[src/hw/rtl/aphp_pkg.sv]
`timescale 1ns / 1ps
// ----------------------------------------------------------------------------
// aphp_pkg
// Shared types and codes for the APV access-unit header probe.
// ----------------------------------------------------------------------------
package aphp_pkg;

    localparam int DEF_MAX_DIMENSION    = 65536;
    localparam int DEF_MIN_BUFFER_BYTES = 28;

    localparam logic [31:0] SIG_RESET = 32'h6150_7631;  // "aPv1"

    // fail causes
    localparam logic [2:0] CAUSE_OK      = 3'd0;
    localparam logic [2:0] CAUSE_SHORT   = 3'd1;
    localparam logic [2:0] CAUSE_AU_SIZE = 3'd2;
    localparam logic [2:0] CAUSE_SIG     = 3'd3;
    localparam logic [2:0] CAUSE_PBU_SZ  = 3'd4;
    localparam logic [2:0] CAUSE_PBU_TY  = 3'd5;
    localparam logic [2:0] CAUSE_ZERO    = 3'd6;
    localparam logic [2:0] CAUSE_DIM     = 3'd7;

    // PBU types
    localparam logic [7:0] PBU_PRIMARY     = 8'd1;
    localparam logic [7:0] PBU_NON_PRIMARY = 8'd2;
    localparam logic [7:0] PBU_PREVIEW     = 8'd25;
    localparam logic [7:0] PBU_ALPHA       = 8'd27;
    localparam logic [7:0] PBU_AU_INFO     = 8'd65;

    localparam logic [31:0] AU_SIZE_MIN  = 32'd24;
    localparam logic [31:0] PBU_SIZE_MIN = 32'd16;
    localparam logic [3:0]  DEPTH_MAX    = 4'd8;

    // byte positions
    localparam logic [5:0] POS_AU_SIZE   = 6'd3;
    localparam logic [5:0] POS_SIG       = 6'd7;
    localparam logic [5:0] POS_PBU_SIZE  = 6'd11;
    localparam logic [5:0] POS_PBU_TYPE  = 6'd12;
    localparam logic [5:0] POS_HDR_ZERO  = 6'd15;
    localparam logic [5:0] POS_BODY      = 6'd16;
    localparam logic [5:0] POS_NFRAMES   = 6'd17;
    localparam logic [5:0] POS_INNER_TY  = 6'd18;
    localparam logic [5:0] POS_INFO_ZERO = 6'd21;
    localparam logic [5:0] POS_SAT       = 6'd63;

    localparam logic [5:0] BASE_PLAIN   = 6'd16;
    localparam logic [5:0] BASE_WRAPPED = 6'd22;

    // offsets from frame-info base
    localparam logic [5:0] REL_PROFILE = 6'd0;
    localparam logic [5:0] REL_LEVEL   = 6'd1;
    localparam logic [5:0] REL_BAND    = 6'd2;
    localparam logic [5:0] REL_WIDTH   = 6'd5;
    localparam logic [5:0] REL_HEIGHT  = 6'd8;
    localparam logic [5:0] REL_DEPTH   = 6'd9;
    localparam logic [5:0] REL_ZERO    = 6'd11;

    // buffer length needed to hold the last height byte
    localparam logic [6:0] LEN_HEIGHT_PLAIN   = 7'({1'b0, BASE_PLAIN} + 7'd9);
    localparam logic [6:0] LEN_HEIGHT_WRAPPED = 7'({1'b0, BASE_WRAPPED} + 7'd9);

    typedef struct packed {
        logic        accepted;
        logic [2:0]  fail_cause;
        logic [7:0]  profile_code;
        logic [7:0]  level_code;
        logic [4:0]  band_code;
        logic [16:0] width_px;
        logic [16:0] height_px;
        logic [3:0]  depth_code;
    } verdict_t;

endpackage

[src/hw/rtl/aphp_in_stage.sv]
`timescale 1ns / 1ps
// ----------------------------------------------------------------------------
// aphp_in_stage
// Input register for one buffer byte and its last marker.
// ----------------------------------------------------------------------------
module aphp_in_stage import aphp_pkg::*; (
    input  logic       aclk,
    input  logic       aresetn,
    input  logic       s_valid,
    output logic       s_ready,
    input  logic [7:0] s_data_byte,
    input  logic       s_last_byte,
    input  logic       advance,
    output logic       in_valid,
    output logic [7:0] in_byte,
    output logic       in_last
);

    logic       valid_reg;
    logic [7:0] byte_reg;
    logic       last_reg;

    // take a new byte when the register is empty or the held one moves on this cycle
    assign s_ready = !valid_reg || advance;

    always_ff @(posedge aclk) begin
        if (!aresetn) begin
            valid_reg <= 1'b0;
        end else if (s_ready) begin
            valid_reg <= s_valid;
        end
    end

    always_ff @(posedge aclk) begin
        if (s_ready && s_valid) begin
            byte_reg <= s_data_byte;
            last_reg <= s_last_byte;
        end
    end

    assign in_valid = valid_reg;
    assign in_byte  = byte_reg;
    assign in_last  = last_reg;

endmodule

[src/hw/rtl/aphp_parser.sv]
`timescale 1ns / 1ps
// ----------------------------------------------------------------------------
// aphp_parser
// Per-byte header state: position, field accumulator, captures and the
// first failure. Forms the verdict on the last byte and clears for the next.
// ----------------------------------------------------------------------------
module aphp_parser import aphp_pkg::*; #(
    parameter int MAX_DIMENSION    = DEF_MAX_DIMENSION,
    parameter int MIN_BUFFER_BYTES = DEF_MIN_BUFFER_BYTES
) (
    input  logic        aclk,
    input  logic        aresetn,
    input  logic        advance,
    input  logic [7:0]  in_byte,
    input  logic        in_last,
    input  logic [31:0] signature,
    output verdict_t    verdict
);

    localparam logic [23:0] MAX_DIM = 24'(MAX_DIMENSION);
    localparam logic [6:0]  MIN_LEN = 7'(MIN_BUFFER_BYTES);

    logic [5:0]  pos_reg,     pos_next;
    logic        wrapped_reg, wrapped_next;
    logic [2:0]  failed_reg,  failed_next;
    logic [31:0] acc_reg,     acc_next;
    logic [7:0]  profile_reg, profile_next;
    logic [7:0]  level_reg,   level_next;
    logic [4:0]  band_reg,    band_next;
    logic [23:0] width_reg,   width_next;
    logic [23:0] height_reg,  height_next;
    logic [3:0]  depth_reg,   depth_next;

    logic [31:0] acc_shift;
    logic [5:0]  rel;
    logic        frame_en;
    logic        inner_ok;
    logic [6:0]  length;
    logic        short_buf;
    logic [2:0]  cause;

    function automatic logic dim_ok(input logic [23:0] v);
        return (v != 24'd0) && (v <= MAX_DIM);
    endfunction

    assign acc_shift = {acc_reg[23:0], in_byte};
    assign rel       = pos_reg - (wrapped_reg ? BASE_WRAPPED : BASE_PLAIN);
    assign inner_ok  = (in_byte == PBU_PRIMARY) || (in_byte == PBU_NON_PRIMARY) ||
                       ((in_byte >= PBU_PREVIEW) && (in_byte <= PBU_ALPHA));

    always_comb begin
        pos_next     = (pos_reg != POS_SAT) ? pos_reg + 6'd1 : pos_reg;
        wrapped_next = wrapped_reg;
        failed_next  = failed_reg;
        acc_next     = acc_reg;
        profile_next = profile_reg;
        level_next   = level_reg;
        band_next    = band_reg;
        width_next   = width_reg;
        height_next  = height_reg;
        depth_next   = depth_reg;
        frame_en     = 1'b0;

        // nothing is examined after a failure or once the position saturates
        if ((failed_reg == CAUSE_OK) && (pos_reg != POS_SAT)) begin
            acc_next = acc_shift;
            case (pos_reg)
                POS_AU_SIZE: begin
                    if (acc_shift < AU_SIZE_MIN) failed_next = CAUSE_AU_SIZE;
                end
                POS_SIG: begin
                    if (acc_shift != signature) failed_next = CAUSE_SIG;
                end
                POS_PBU_SIZE: begin
                    if (acc_shift < PBU_SIZE_MIN) failed_next = CAUSE_PBU_SZ;
                end
                POS_PBU_TYPE: begin
                    if (in_byte == PBU_AU_INFO) begin
                        wrapped_next = 1'b1;
                    end else if (in_byte != PBU_PRIMARY) begin
                        failed_next = CAUSE_PBU_TY;
                    end
                end
                POS_HDR_ZERO: begin
                    if (in_byte != 8'd0) failed_next = CAUSE_ZERO;
                end
                default: begin
                    if (pos_reg >= POS_BODY) begin
                        if (wrapped_reg) begin
                            if (pos_reg == POS_NFRAMES) begin
                                if (acc_shift[15:0] == 16'd0) failed_next = CAUSE_PBU_TY;
                            end else if (pos_reg == POS_INNER_TY) begin
                                if (!inner_ok) failed_next = CAUSE_PBU_TY;
                            end else if (pos_reg == POS_INFO_ZERO) begin
                                if (in_byte != 8'd0) failed_next = CAUSE_ZERO;
                            end else if (pos_reg >= BASE_WRAPPED) begin
                                frame_en = 1'b1;
                            end
                        end else begin
                            frame_en = 1'b1;
                        end
                    end
                end
            endcase

            if (frame_en) begin
                case (rel)
                    REL_PROFILE: profile_next = in_byte;
                    REL_LEVEL:   level_next   = in_byte;
                    REL_BAND: begin
                        band_next = in_byte[7:3];
                        if (in_byte[2:0] != 3'd0) failed_next = CAUSE_ZERO;
                    end
                    REL_WIDTH:   width_next   = acc_shift[23:0];
                    REL_HEIGHT: begin
                        height_next = acc_shift[23:0];
                        if (!dim_ok(width_reg) || !dim_ok(acc_shift[23:0])) begin
                            failed_next = CAUSE_DIM;
                        end
                    end
                    REL_DEPTH: begin
                        depth_next = in_byte[3:0];
                        if ((in_byte[3:0] > DEPTH_MAX) || in_byte[0]) failed_next = CAUSE_DIM;
                    end
                    REL_ZERO: begin
                        if (in_byte != 8'd0) failed_next = CAUSE_ZERO;
                    end
                    default: ;
                endcase
            end
        end
    end

    // verdict from the state as it stands after this byte
    always_comb begin
        length    = {1'b0, pos_reg} + 7'd1;
        short_buf = length < MIN_LEN;
        cause     = failed_next;
        // a height cut off by the end of the buffer reads as zero
        if ((cause == CAUSE_OK) &&
            (length < (wrapped_next ? LEN_HEIGHT_WRAPPED : LEN_HEIGHT_PLAIN))) begin
            cause = CAUSE_DIM;
        end
        if (short_buf) cause = CAUSE_SHORT;

        verdict.accepted     = (cause == CAUSE_OK);
        verdict.fail_cause   = cause;
        verdict.profile_code = short_buf ? 8'd0  : profile_next;
        verdict.level_code   = short_buf ? 8'd0  : level_next;
        verdict.band_code    = short_buf ? 5'd0  : band_next;
        verdict.width_px     = short_buf ? 17'd0 : width_next[16:0];
        verdict.height_px    = short_buf ? 17'd0 : height_next[16:0];
        verdict.depth_code   = short_buf ? 4'd0  : depth_next;
    end

    always_ff @(posedge aclk) begin
        if (!aresetn || (advance && in_last)) begin
            pos_reg     <= 6'd0;
            wrapped_reg <= 1'b0;
            failed_reg  <= CAUSE_OK;
            acc_reg     <= 32'd0;
            profile_reg <= 8'd0;
            level_reg   <= 8'd0;
            band_reg    <= 5'd0;
            width_reg   <= 24'd0;
            height_reg  <= 24'd0;
            depth_reg   <= 4'd0;
        end else if (advance) begin
            pos_reg     <= pos_next;
            wrapped_reg <= wrapped_next;
            failed_reg  <= failed_next;
            acc_reg     <= acc_next;
            profile_reg <= profile_next;
            level_reg   <= level_next;
            band_reg    <= band_next;
            width_reg   <= width_next;
            height_reg  <= height_next;
            depth_reg   <= depth_next;
        end
    end

endmodule

[src/hw/rtl/aphp_out_stage.sv]
`timescale 1ns / 1ps
// ----------------------------------------------------------------------------
// aphp_out_stage
// Result register holding one verdict until the receiver takes it.
// ----------------------------------------------------------------------------
module aphp_out_stage import aphp_pkg::*; (
    input  logic     aclk,
    input  logic     aresetn,
    input  logic     load,
    input  verdict_t verdict,
    input  logic     m_ready,
    output logic     m_valid,
    output logic     free,
    output verdict_t result
);

    logic     valid_reg;
    verdict_t result_reg;

    assign free = !valid_reg || m_ready;

    always_ff @(posedge aclk) begin
        if (!aresetn) begin
            valid_reg <= 1'b0;
        end else if (load) begin
            valid_reg <= 1'b1;
        end else if (m_ready) begin
            valid_reg <= 1'b0;
        end
    end

    always_ff @(posedge aclk) begin
        if (load) begin
            result_reg <= verdict;
        end
    end

    assign m_valid = valid_reg;
    assign result  = result_reg;

endmodule

[src/hw/rtl/apv_header_probe_top.sv]
`timescale 1ns / 1ps
// ----------------------------------------------------------------------------
// apv_header_probe_top
// APV access-unit header probe: one verdict per probe buffer.
// ----------------------------------------------------------------------------
// Bytes of a probe buffer arrive on the s_ channel, one per transfer, with
// s_last_byte marking the final byte. Each buffer yields one result transfer
// on the m_ channel: accept flag, fail cause and the captured header fields.
// The cfg channel writes the expected 32-bit signature; cfg_ready is always
// high and a write is meant to happen only while no buffer is in flight.
// Throughput: one byte per cycle, while no last byte waits on a full result
// register. Each byte passes an input register, then one pass of position/field
// logic that updates the header state and, on the last byte, loads the result
// register. After the last byte's transfer the byte lands in the input
// register, and the result register loads its verdict once it is free.
// When the receiver stalls, a waiting last byte stays in the input register
// and s_ready drops until the result register frees up; other bytes keep
// flowing. Reset clears the pipeline valids and the header state and sets the
// signature to "aPv1"; no result is pending after reset.
// ----------------------------------------------------------------------------
module apv_header_probe_top import aphp_pkg::*; #(
    parameter int MAX_DIMENSION    = DEF_MAX_DIMENSION,
    parameter int MIN_BUFFER_BYTES = DEF_MIN_BUFFER_BYTES
) (
    input  logic        aclk,
    input  logic        aresetn,
    input  logic        cfg_valid,
    output logic        cfg_ready,
    input  logic [31:0] cfg_data,
    input  logic        s_valid,
    output logic        s_ready,
    input  logic [7:0]  s_data_byte,
    input  logic        s_last_byte,
    output logic        m_valid,
    input  logic        m_ready,
    output logic        m_accepted,
    output logic [2:0]  m_fail_cause,
    output logic [7:0]  m_profile_code,
    output logic [7:0]  m_level_code,
    output logic [4:0]  m_band_code,
    output logic [16:0] m_width_px,
    output logic [16:0] m_height_px,
    output logic [3:0]  m_depth_code
);

    logic [31:0] sig_reg;
    logic        in_valid;
    logic [7:0]  in_byte;
    logic        in_last;
    logic        advance;
    logic        out_free;
    verdict_t    verdict;
    verdict_t    result;

    assign cfg_ready = 1'b1;

    always_ff @(posedge aclk) begin
        if (!aresetn) begin
            sig_reg <= SIG_RESET;
        end else if (cfg_valid) begin
            sig_reg <= cfg_data;
        end
    end

    // a last byte moves on only when the result register can take its verdict
    assign advance = in_valid && (!in_last || out_free);

    aphp_in_stage u_in (
        .aclk        (aclk),
        .aresetn     (aresetn),
        .s_valid     (s_valid),
        .s_ready     (s_ready),
        .s_data_byte (s_data_byte),
        .s_last_byte (s_last_byte),
        .advance     (advance),
        .in_valid    (in_valid),
        .in_byte     (in_byte),
        .in_last     (in_last)
    );

    aphp_parser #(
        .MAX_DIMENSION    (MAX_DIMENSION),
        .MIN_BUFFER_BYTES (MIN_BUFFER_BYTES)
    ) u_parser (
        .aclk      (aclk),
        .aresetn   (aresetn),
        .advance   (advance),
        .in_byte   (in_byte),
        .in_last   (in_last),
        .signature (sig_reg),
        .verdict   (verdict)
    );

    aphp_out_stage u_out (
        .aclk    (aclk),
        .aresetn (aresetn),
        .load    (advance && in_last),
        .verdict (verdict),
        .m_ready (m_ready),
        .m_valid (m_valid),
        .free    (out_free),
        .result  (result)
    );

    assign m_accepted     = result.accepted;
    assign m_fail_cause   = result.fail_cause;
    assign m_profile_code = result.profile_code;
    assign m_level_code   = result.level_code;
    assign m_band_code    = result.band_code;
    assign m_width_px     = result.width_px;
    assign m_height_px    = result.height_px;
    assign m_depth_code   = result.depth_code;

endmodule

[config.mk]
export PLATFORM = sky130hd
export DESIGN_NAME = apv_header_probe_top
export DESIGN_NICKNAME = d
export VERILOG_FILES = /design/src/hw/rtl/aphp_pkg.sv /design/src/hw/rtl/aphp_in_stage.sv /design/src/hw/rtl/aphp_parser.sv /design/src/hw/rtl/aphp_out_stage.sv /design/src/hw/rtl/apv_header_probe_top.sv
export SDC_FILE = /design/constraint.sdc
export NUM_CORES = 1
export LEC_CHECK = 0
export ABC_AREA = 1
export BUFFER_PORTS_ARGS = -buffer_cell sky130_fd_sc_hd__buf_2
export CORE_UTILIZATION = 58
export DETAILED_ROUTE_END_ITERATION = 10
export GPL_ROUTABILITY_DRIVEN = 0
export GPL_TIMING_DRIVEN = 0
export PLACE_DENSITY = 0.79
export SETUP_SLACK_MARGIN = 0.1
export SLEW_MARGIN = 5
export SYNTH_ARGS = -nofsm -noshare
export SYNTH_HDL_FRONTEND = slang
export SYNTH_SLANG_ARGS = --single-unit
[constraint.sdc]
create_clock -name aclk -period 3.55 [get_ports aclk]
set_input_delay 0.71 -clock aclk [delete_from_list [all_inputs] [get_ports aclk]]
set_output_delay 0.71 -clock aclk [all_outputs]
set_load 0.005 [all_outputs]
## After elaboration in Yosys (flattened, before gate mapping)

Index checks and enable logic that the tools add are counted.

- Add/subtract/negate cells: 3
- $mul: 0
- Div/mod/pow operators: 0
- Order comparisons: 11
- Equal/unequal tests: 20
- Shifts and indexed selects: 0
- Multiplexer cells: 56
- Bitwise operators: 0
- Reduce and logical (&&, ||, !) cells: 36

Operator list:

| cell | number |
|---|---|
| 17-bit two-way mux | 6 |
| 3-bit two-way mux | 23 |
| 32-bit by 5-bit less-than comparator with 1-bit output, second input constant | 2 |
| 24-bit by 17-bit less-or-equal comparator with 1-bit output, second input constant | 2 |
| 8-bit two-way mux | 6 |
| 24-bit nonzero test | 2 |
| 6-bit by 4-bit equality test with 1-bit output, second input constant | 6 |
| 32-bit inequality test | 1 |
| 6-bit by 5-bit equality test with 1-bit output, second input constant | 3 |
| 16-bit logical NOT | 1 |
| 5-bit two-way mux | 3 |
| 3-bit case mux with 5 select lines | 1 |
| 1-bit two-way mux | 13 |
| 6-bit by 2-bit equality test with 1-bit output, second input constant | 2 |
| 6-bit by 3-bit equality test with 1-bit output, second input constant | 2 |
| 6-bit by 5-bit >= comparator with 1-bit output, second input constant | 2 |
| 4-bit two-way mux | 3 |
| 3-bit case mux with 4 select lines | 1 |
| 3-bit logical NOT | 3 |
| 8-bit by 1-bit equality test with 1-bit output, second input constant | 1 |
| 8-bit by 2-bit equality test with 1-bit output, second input constant | 1 |
| 8-bit by 7-bit equality test with 1-bit output, second input constant | 1 |
| 8-bit by 5-bit >= comparator with 1-bit output, second input constant | 1 |
| 8-bit by 5-bit less-or-equal comparator with 1-bit output, second input constant | 1 |
| 19 further kinds | 39 |

- Register bits after elaboration: 206
- Latch bits: 0
- Memory bits (writable): 0
- Bits in read-only memories: 0
- Input bits: 46
- Output and inout bits: 66
- Logic and storage cells: 150
- Memories kept: 0

## Logic depth before layout (Yosys ltp)

- Depth in word-level cells: 18
- Gate-level depth with buffers: 22
- Depth with buffers taken out: 21

## Modules after synthesis

From an unflattened synthesis, not the netlist that was laid out.

- Cell total of the unflattened synthesis: 1225
- Area total of the unflattened synthesis: 9814.4 um^2

By module, submodules not included:

| module | times used | cells each | area each (um^2) | sequential area each (um^2) |
|---|---|---|---|---|
| aphp_parser | 1 | 957 | 6273.5 | 2001.9 |
| aphp_out_stage | 1 | 69 | 1938.1 | 1911.8 |
| apv_header_probe_top | 1 | 183 | 1281.2 | 640.6 |
| aphp_in_stage | 1 | 16 | 321.6 | 290.3 |

## Least setup slack after synthesis

Ideal clock, no wire load.

- Path kind: input to register
- Start: input m_ready
- End: register u_out.result_reg (netlist bit u_out.result[0]) (enable)
- Setup time: 418 ps
- Data arrival time: 2322 ps
- Data required time: 3132 ps
- Setup slack: 810 ps
- Stages on the path: 6
- Path buffers: 0
- Cell sequence: nor2_1 nand2_1 nand2_1 inv_1 nand2_1 inv_1

- Longest elaborated chain between the ends: 4

Ends and longest elaborated chain:

| what | RTL line | RTL |
|---|---|---|
| start, declared | apv_header_probe_top.sv:35 | `input logic m_ready,` |
| 1-bit logical OR | aphp_out_stage.sv:20 | `assign free = !valid_reg \|\| m_ready;` |
| 1-bit logical OR | apv_header_probe_top.sv:66 | `assign advance = in_valid && (!in_last \|\| out_free);` |
| 1-bit logical AND | apv_header_probe_top.sv:66 |  |
| 1-bit logical AND | apv_header_probe_top.sv:97 | `.load (advance && in_last),` |
| net u_out.load | aphp_out_stage.sv:9 | `input logic load,` |
| end signal, assigned | aphp_out_stage.sv:34 | `result_reg <= verdict;` |
| end, declared | aphp_out_stage.sv:18 | `verdict_t result_reg;` |

The timed path passes the listed nets, and every way through them passes these cells.
A chain may end at the register's enable or synchronous reset.

## Final worst setup path

- Start: register u_parser.pos_reg[1]
- End: register u_out.result_reg (netlist bit u_out.result[57]) (data pin)

- Longest elaborated chain between the ends: 11
- Elaborated cells between the ends (all ways): 28
- Classes of those cells: 2 x add/sub; 3 x order compare; 9 x eq/ne; 11 x mux; 3 x reduce/logical

Ends and longest elaborated chain:

| what | RTL line | RTL |
|---|---|---|
| start, declared | aphp_parser.sv:23 | `logic [5:0] pos_reg, pos_next;` |
| start signal, assigned | aphp_parser.sv:169 | `pos_reg <= pos_next;` |
| 6-bit by 5-bit >= comparator with 1-bit output | aphp_parser.sv:96 | `end else if (pos_reg >= BASE_WRAPPED) begin` |
| 1-bit two-way mux | aphp_parser.sv:96 |  |
| 1-bit two-way mux | aphp_parser.sv:94 | `end else if (pos_reg == POS_INFO_ZERO) begin` |
| 1-bit two-way mux | aphp_parser.sv:92 | `end else if (pos_reg == POS_INNER_TY) begin` |
| 1-bit two-way mux | aphp_parser.sv:90 | `if (pos_reg == POS_NFRAMES) begin` |
| 1-bit two-way mux | aphp_parser.sv:89 | `if (wrapped_reg) begin` |
| 1-bit two-way mux | aphp_parser.sv:88 | `if (pos_reg >= POS_BODY) begin` |
| 1-bit two-way mux | aphp_parser.sv:67 | `case (pos_reg)` |
| 1-bit two-way mux | aphp_parser.sv:65 | `if ((failed_reg == CAUSE_OK) && (pos_reg != POS_SAT)) begin` |
| 8-bit two-way mux | aphp_parser.sv:106 | `if (frame_en) begin` |
| 8-bit two-way mux | aphp_parser.sv:65 |  |

Several ways; a longest one is shown, not always the timed one. The select of a mux whose other input is x is not followed.

==> results.md <==
* Post-DP Area at 10300 um^2
* R2R Setup Slk at 0.39 ns
* H-tree Lvls at 1
* PwrDens at ~480 nW/um^2
* Relative slew slack at 0.576
* Critical path destination: u_out.result[57]
* Vias in the first global route at 7412
* ANT cells at 0
* Max VDD drop at 0.458 mV
* Mapped Cells at 1188
* Crit. End Element: flip-flop
* RR Endpoint: u_out.result[57]
* Layout cells sized above 1 at 0.130
* CTS tree: done
* Routed WL at 23000 um
* Die area at 16900 um^2
* Post_cts resized at 0
* Outcome: complete, no violations
* Die span in y at 130 um
* Required time worst endpoint at 3.79 ns
* Chip width at 130 um
* Leak pwr at around 4.6 nW
* CP Class: flip-flop to flip-flop
* Worst setup path start: u_parser.pos_reg[1]
* Crit start category: flip-flop
* Final instance area at ~11000 um^2
* Final setup fails at 0
* RSZ-0062 raised after global routing: no
* Yosys warns at 0
* Sequential cell area at between 4000 and 5000 um^2
* Area occupied by multi-input gates at 3850 um^2
* Hpwl dp at 16600 um
* Post-synth ARST share at 0
* Clock Path Buffers at 3
* Sequential share of the synthesized area at 0.510
* Post-synth top flop: dfxtp_1
* Area grow syn2layout at 15.9%
* Fin crit period at 3.16 ns
* Cell count after placement at between 1500 and 2000
* Cts hold-fix bufs at 0
* Initial DRC count at ~800
* Core area at between 15000 and 20000 um^2
* Clk sinks at 206
* GRT Overall Usage at 0.277
* FF+latch count, synth at 206
* Fin. max-slew vios at 0
* Remaining DRCs at 0
* Num ports at between 100 and 150
* R2R depth at 17
* Largest net degree at the start of global routing at 39
* Synth top area share at 0.282
* Crit path arrival time at 3.40 ns
* Post-route ant nets at 0
* Crit path max fanout at 10
* Post-synthesis cell area at 9500 um^2
* Fmax at 0.316 GHz
* Initial core utilization at 0.596
* Worst-skew pair later-pin latency at 0.51 ns
* Hold path cells at 1
* Hold violation count in the final report at 0
* Max-cap viol count at 0
* IO Port Bufs at 109
* Rows at 46
* Fill cells at about 1300
* Total global routing overflow at 0
* Worst-path clk slew at 0.06 ns
* Post-synth EDFFs at between 70 and 80
* Syn nets at 1243
* Nets at 1376
* Hold WC Path Type: input port to flip-flop
* CTS Buf Count at 21
* Distinct cells, synth at 41
* Initial antenna violation count at 0
* Reg2reg start: u_parser.pos_reg[1]
* Global-route wire length before repair at 36600 um
* Worst slew pin tran at 0.635 ns
* CTS root buffer: clkbuf_16
* Total vias in the final route at about 8300
* Largest area contributor in the netlist: dfxtp_1
* Clk_skew at 0.0146 ns
* Max reg flops at 63
* Final Cycle Share at 0.890
* Mapped Avg Cell Area at 8.00 um^2
* Drt pass-1 iters at 6
* Post-CTS Setup Inserts at 0
* Synth top area cells: dfxtp_1 (28%), edfxtp_1 (23%), nand2_1 (8.4%), nor2_1 (7.4%), o21ai_0 (6.1%)
* WL/cell at 14.8 um
* Routed vias/inst at 5.37
* Final std cells w/o fill at 1552
* TNS Setup at 0 ns
## cell families after synthesis
logic type | after synthesis | share of synthesized area
simple gates | 470 | 0.205
compound gates | 266 | 0.157
flops | 206 | 0.510
buf+inv | 204 | 0.0844
xor+xnor | 27 | 0.0249
fa+ha+maj | 9 | 0.0126
mux | 5 | 0.00527
other cells | 1 | 0.000395
## worst min path at each step
stage | endpoint | slack [ns] | startpoint
final | u_in.in_last | 0.39 | s_last_byte
after global routing | u_in.in_byte[2] | 0.37 | s_data_byte[2]
after CTS | u_in.in_last | 0.37 | s_last_byte
after detailed placement | u_parser.width_reg[22] | 0.44 | u_parser.width_reg[22]
after global placement | u_parser.width_reg[21] | 0.44 | u_parser.width_reg[21]
after floorplan | u_parser.width_reg[21] | 0.43 | u_parser.width_reg[21]
## layout make-up
type                       count  share of cell area
clock buffer                  25              0.0519
tap                          216              0.0245
sequential                   206               0.440
buffer                        54              0.0217
timing repair buffer         110              0.0514
clock inverter                13             0.00954
multi-input combinational    778               0.350
inverter                     150              0.0511
## worst max-delay path, stage by stage, from the launching register on
cell and delay [ns]:
dfxtp_1 0.35, inv_1 0.15, ha_1 0.17, inv_1 0.07, fa_1 0.43, inv_1 0.06, nand2_1 0.08, nand3_1 0.08
nand2_1 0.06, nor2_1 0.16, buf_4 0.19, inv_2 0.07, nor4_4 0.48, buf_4 0.26, nand2_1 0.07, o21a_1 0.13
inv_1 0.06, nor2_1 0.03
## report_power, final
| part | leakage [nW] | internal (mW) | switching, mW |
|---|---|---|---|
| sequential | 1.74 | 2.55 | 0.0849 |
| clock | 0.335 | 1.23 | 0.935 |
| combinational | 2.54 | 0.183 | 0.328 |
## cell usage after synthesis, types with 2 or more instances
| cell | n |
|---|---|
| a211oi_1 | 14 |
| a21oi_1 | 74 |
| buf_4 | 6 |
| nor3_1 | 5 |
| buf_1 | 2 |
| inv_1 | 145 |
| nand2_2 | 2 |
| a21boi_0 | 3 |
| o21ai_1 | 12 |
| xor2_1 | 2 |
| mux2i_1 | 5 |
| dfxtp_1 | 134 |
| nor2_1 | 187 |
| o31ai_1 | 2 |
| ha_1 | 8 |
| nor2_2 | 4 |
| nand2_1 | 213 |
| nand3_1 | 46 |
| o21ai_0 | 115 |
| buf_2 | 5 |
| o211ai_1 | 27 |
| nand4_1 | 3 |
| a21oi_2 | 2 |
| xnor2_1 | 25 |
| o21a_1 | 16 |
| edfxtp_1 | 72 |
| clkinv_1 | 2 |
| inv_2 | 3 |
| clkbuf_1 | 40 |
| nor4_4 | 3 |
## routing by layer
metal / routed length [um] / global-route usage
met5: 0 / 0
met3: 1830 / 0.0361
met4: 557 / 0.0855
met2: 10400 / 0.448
met1: 10200 / 0.390
## per-stage QoR
stage / setup slack, ns / hold slack, ns / util / power, mW
floorplan: 0.810 / 0.429 / - / 3.01
finish: 0.389 / 0.386 / 0.691 / 5.31
global route: 0.118 / 0.367 / 0.691 / 5.50
detailed placement: 0.337 / 0.445 / 0.648 / 3.18
global placement: -0.0808 / 0.441 / 0.647 / 3.16
CTS: 0.395 / 0.374 / 0.691 / 5.33
## placed cells by master, fill, tap and decap left out, types with 2 or more instances in the layout
cell and count:
a211oi_1 14, a21boi_0 3, a21oi_1 74, a21oi_2 2
buf_1 2, buf_2 114, buf_4 6, clkbuf_1 42
clkbuf_16 22, clkinv_1 4, clkinv_2 5, clkinv_4 3
dfxtp_1 134, edfxtp_1 72, ha_1 8, inv_1 144
inv_2 4, mux2i_1 5, nand2_1 213, nand2_2 2
nand3_1 46, nand4_1 3, nor2_1 187, nor2_2 4
nor3_1 5, nor4_4 3, o211ai_1 27, o21a_1 16
o21ai_0 115, o21ai_1 12, o31ai_1 2, xnor2_1 25
xor2_1 2
Note: power is estimated with default switching activity, not from simulation.
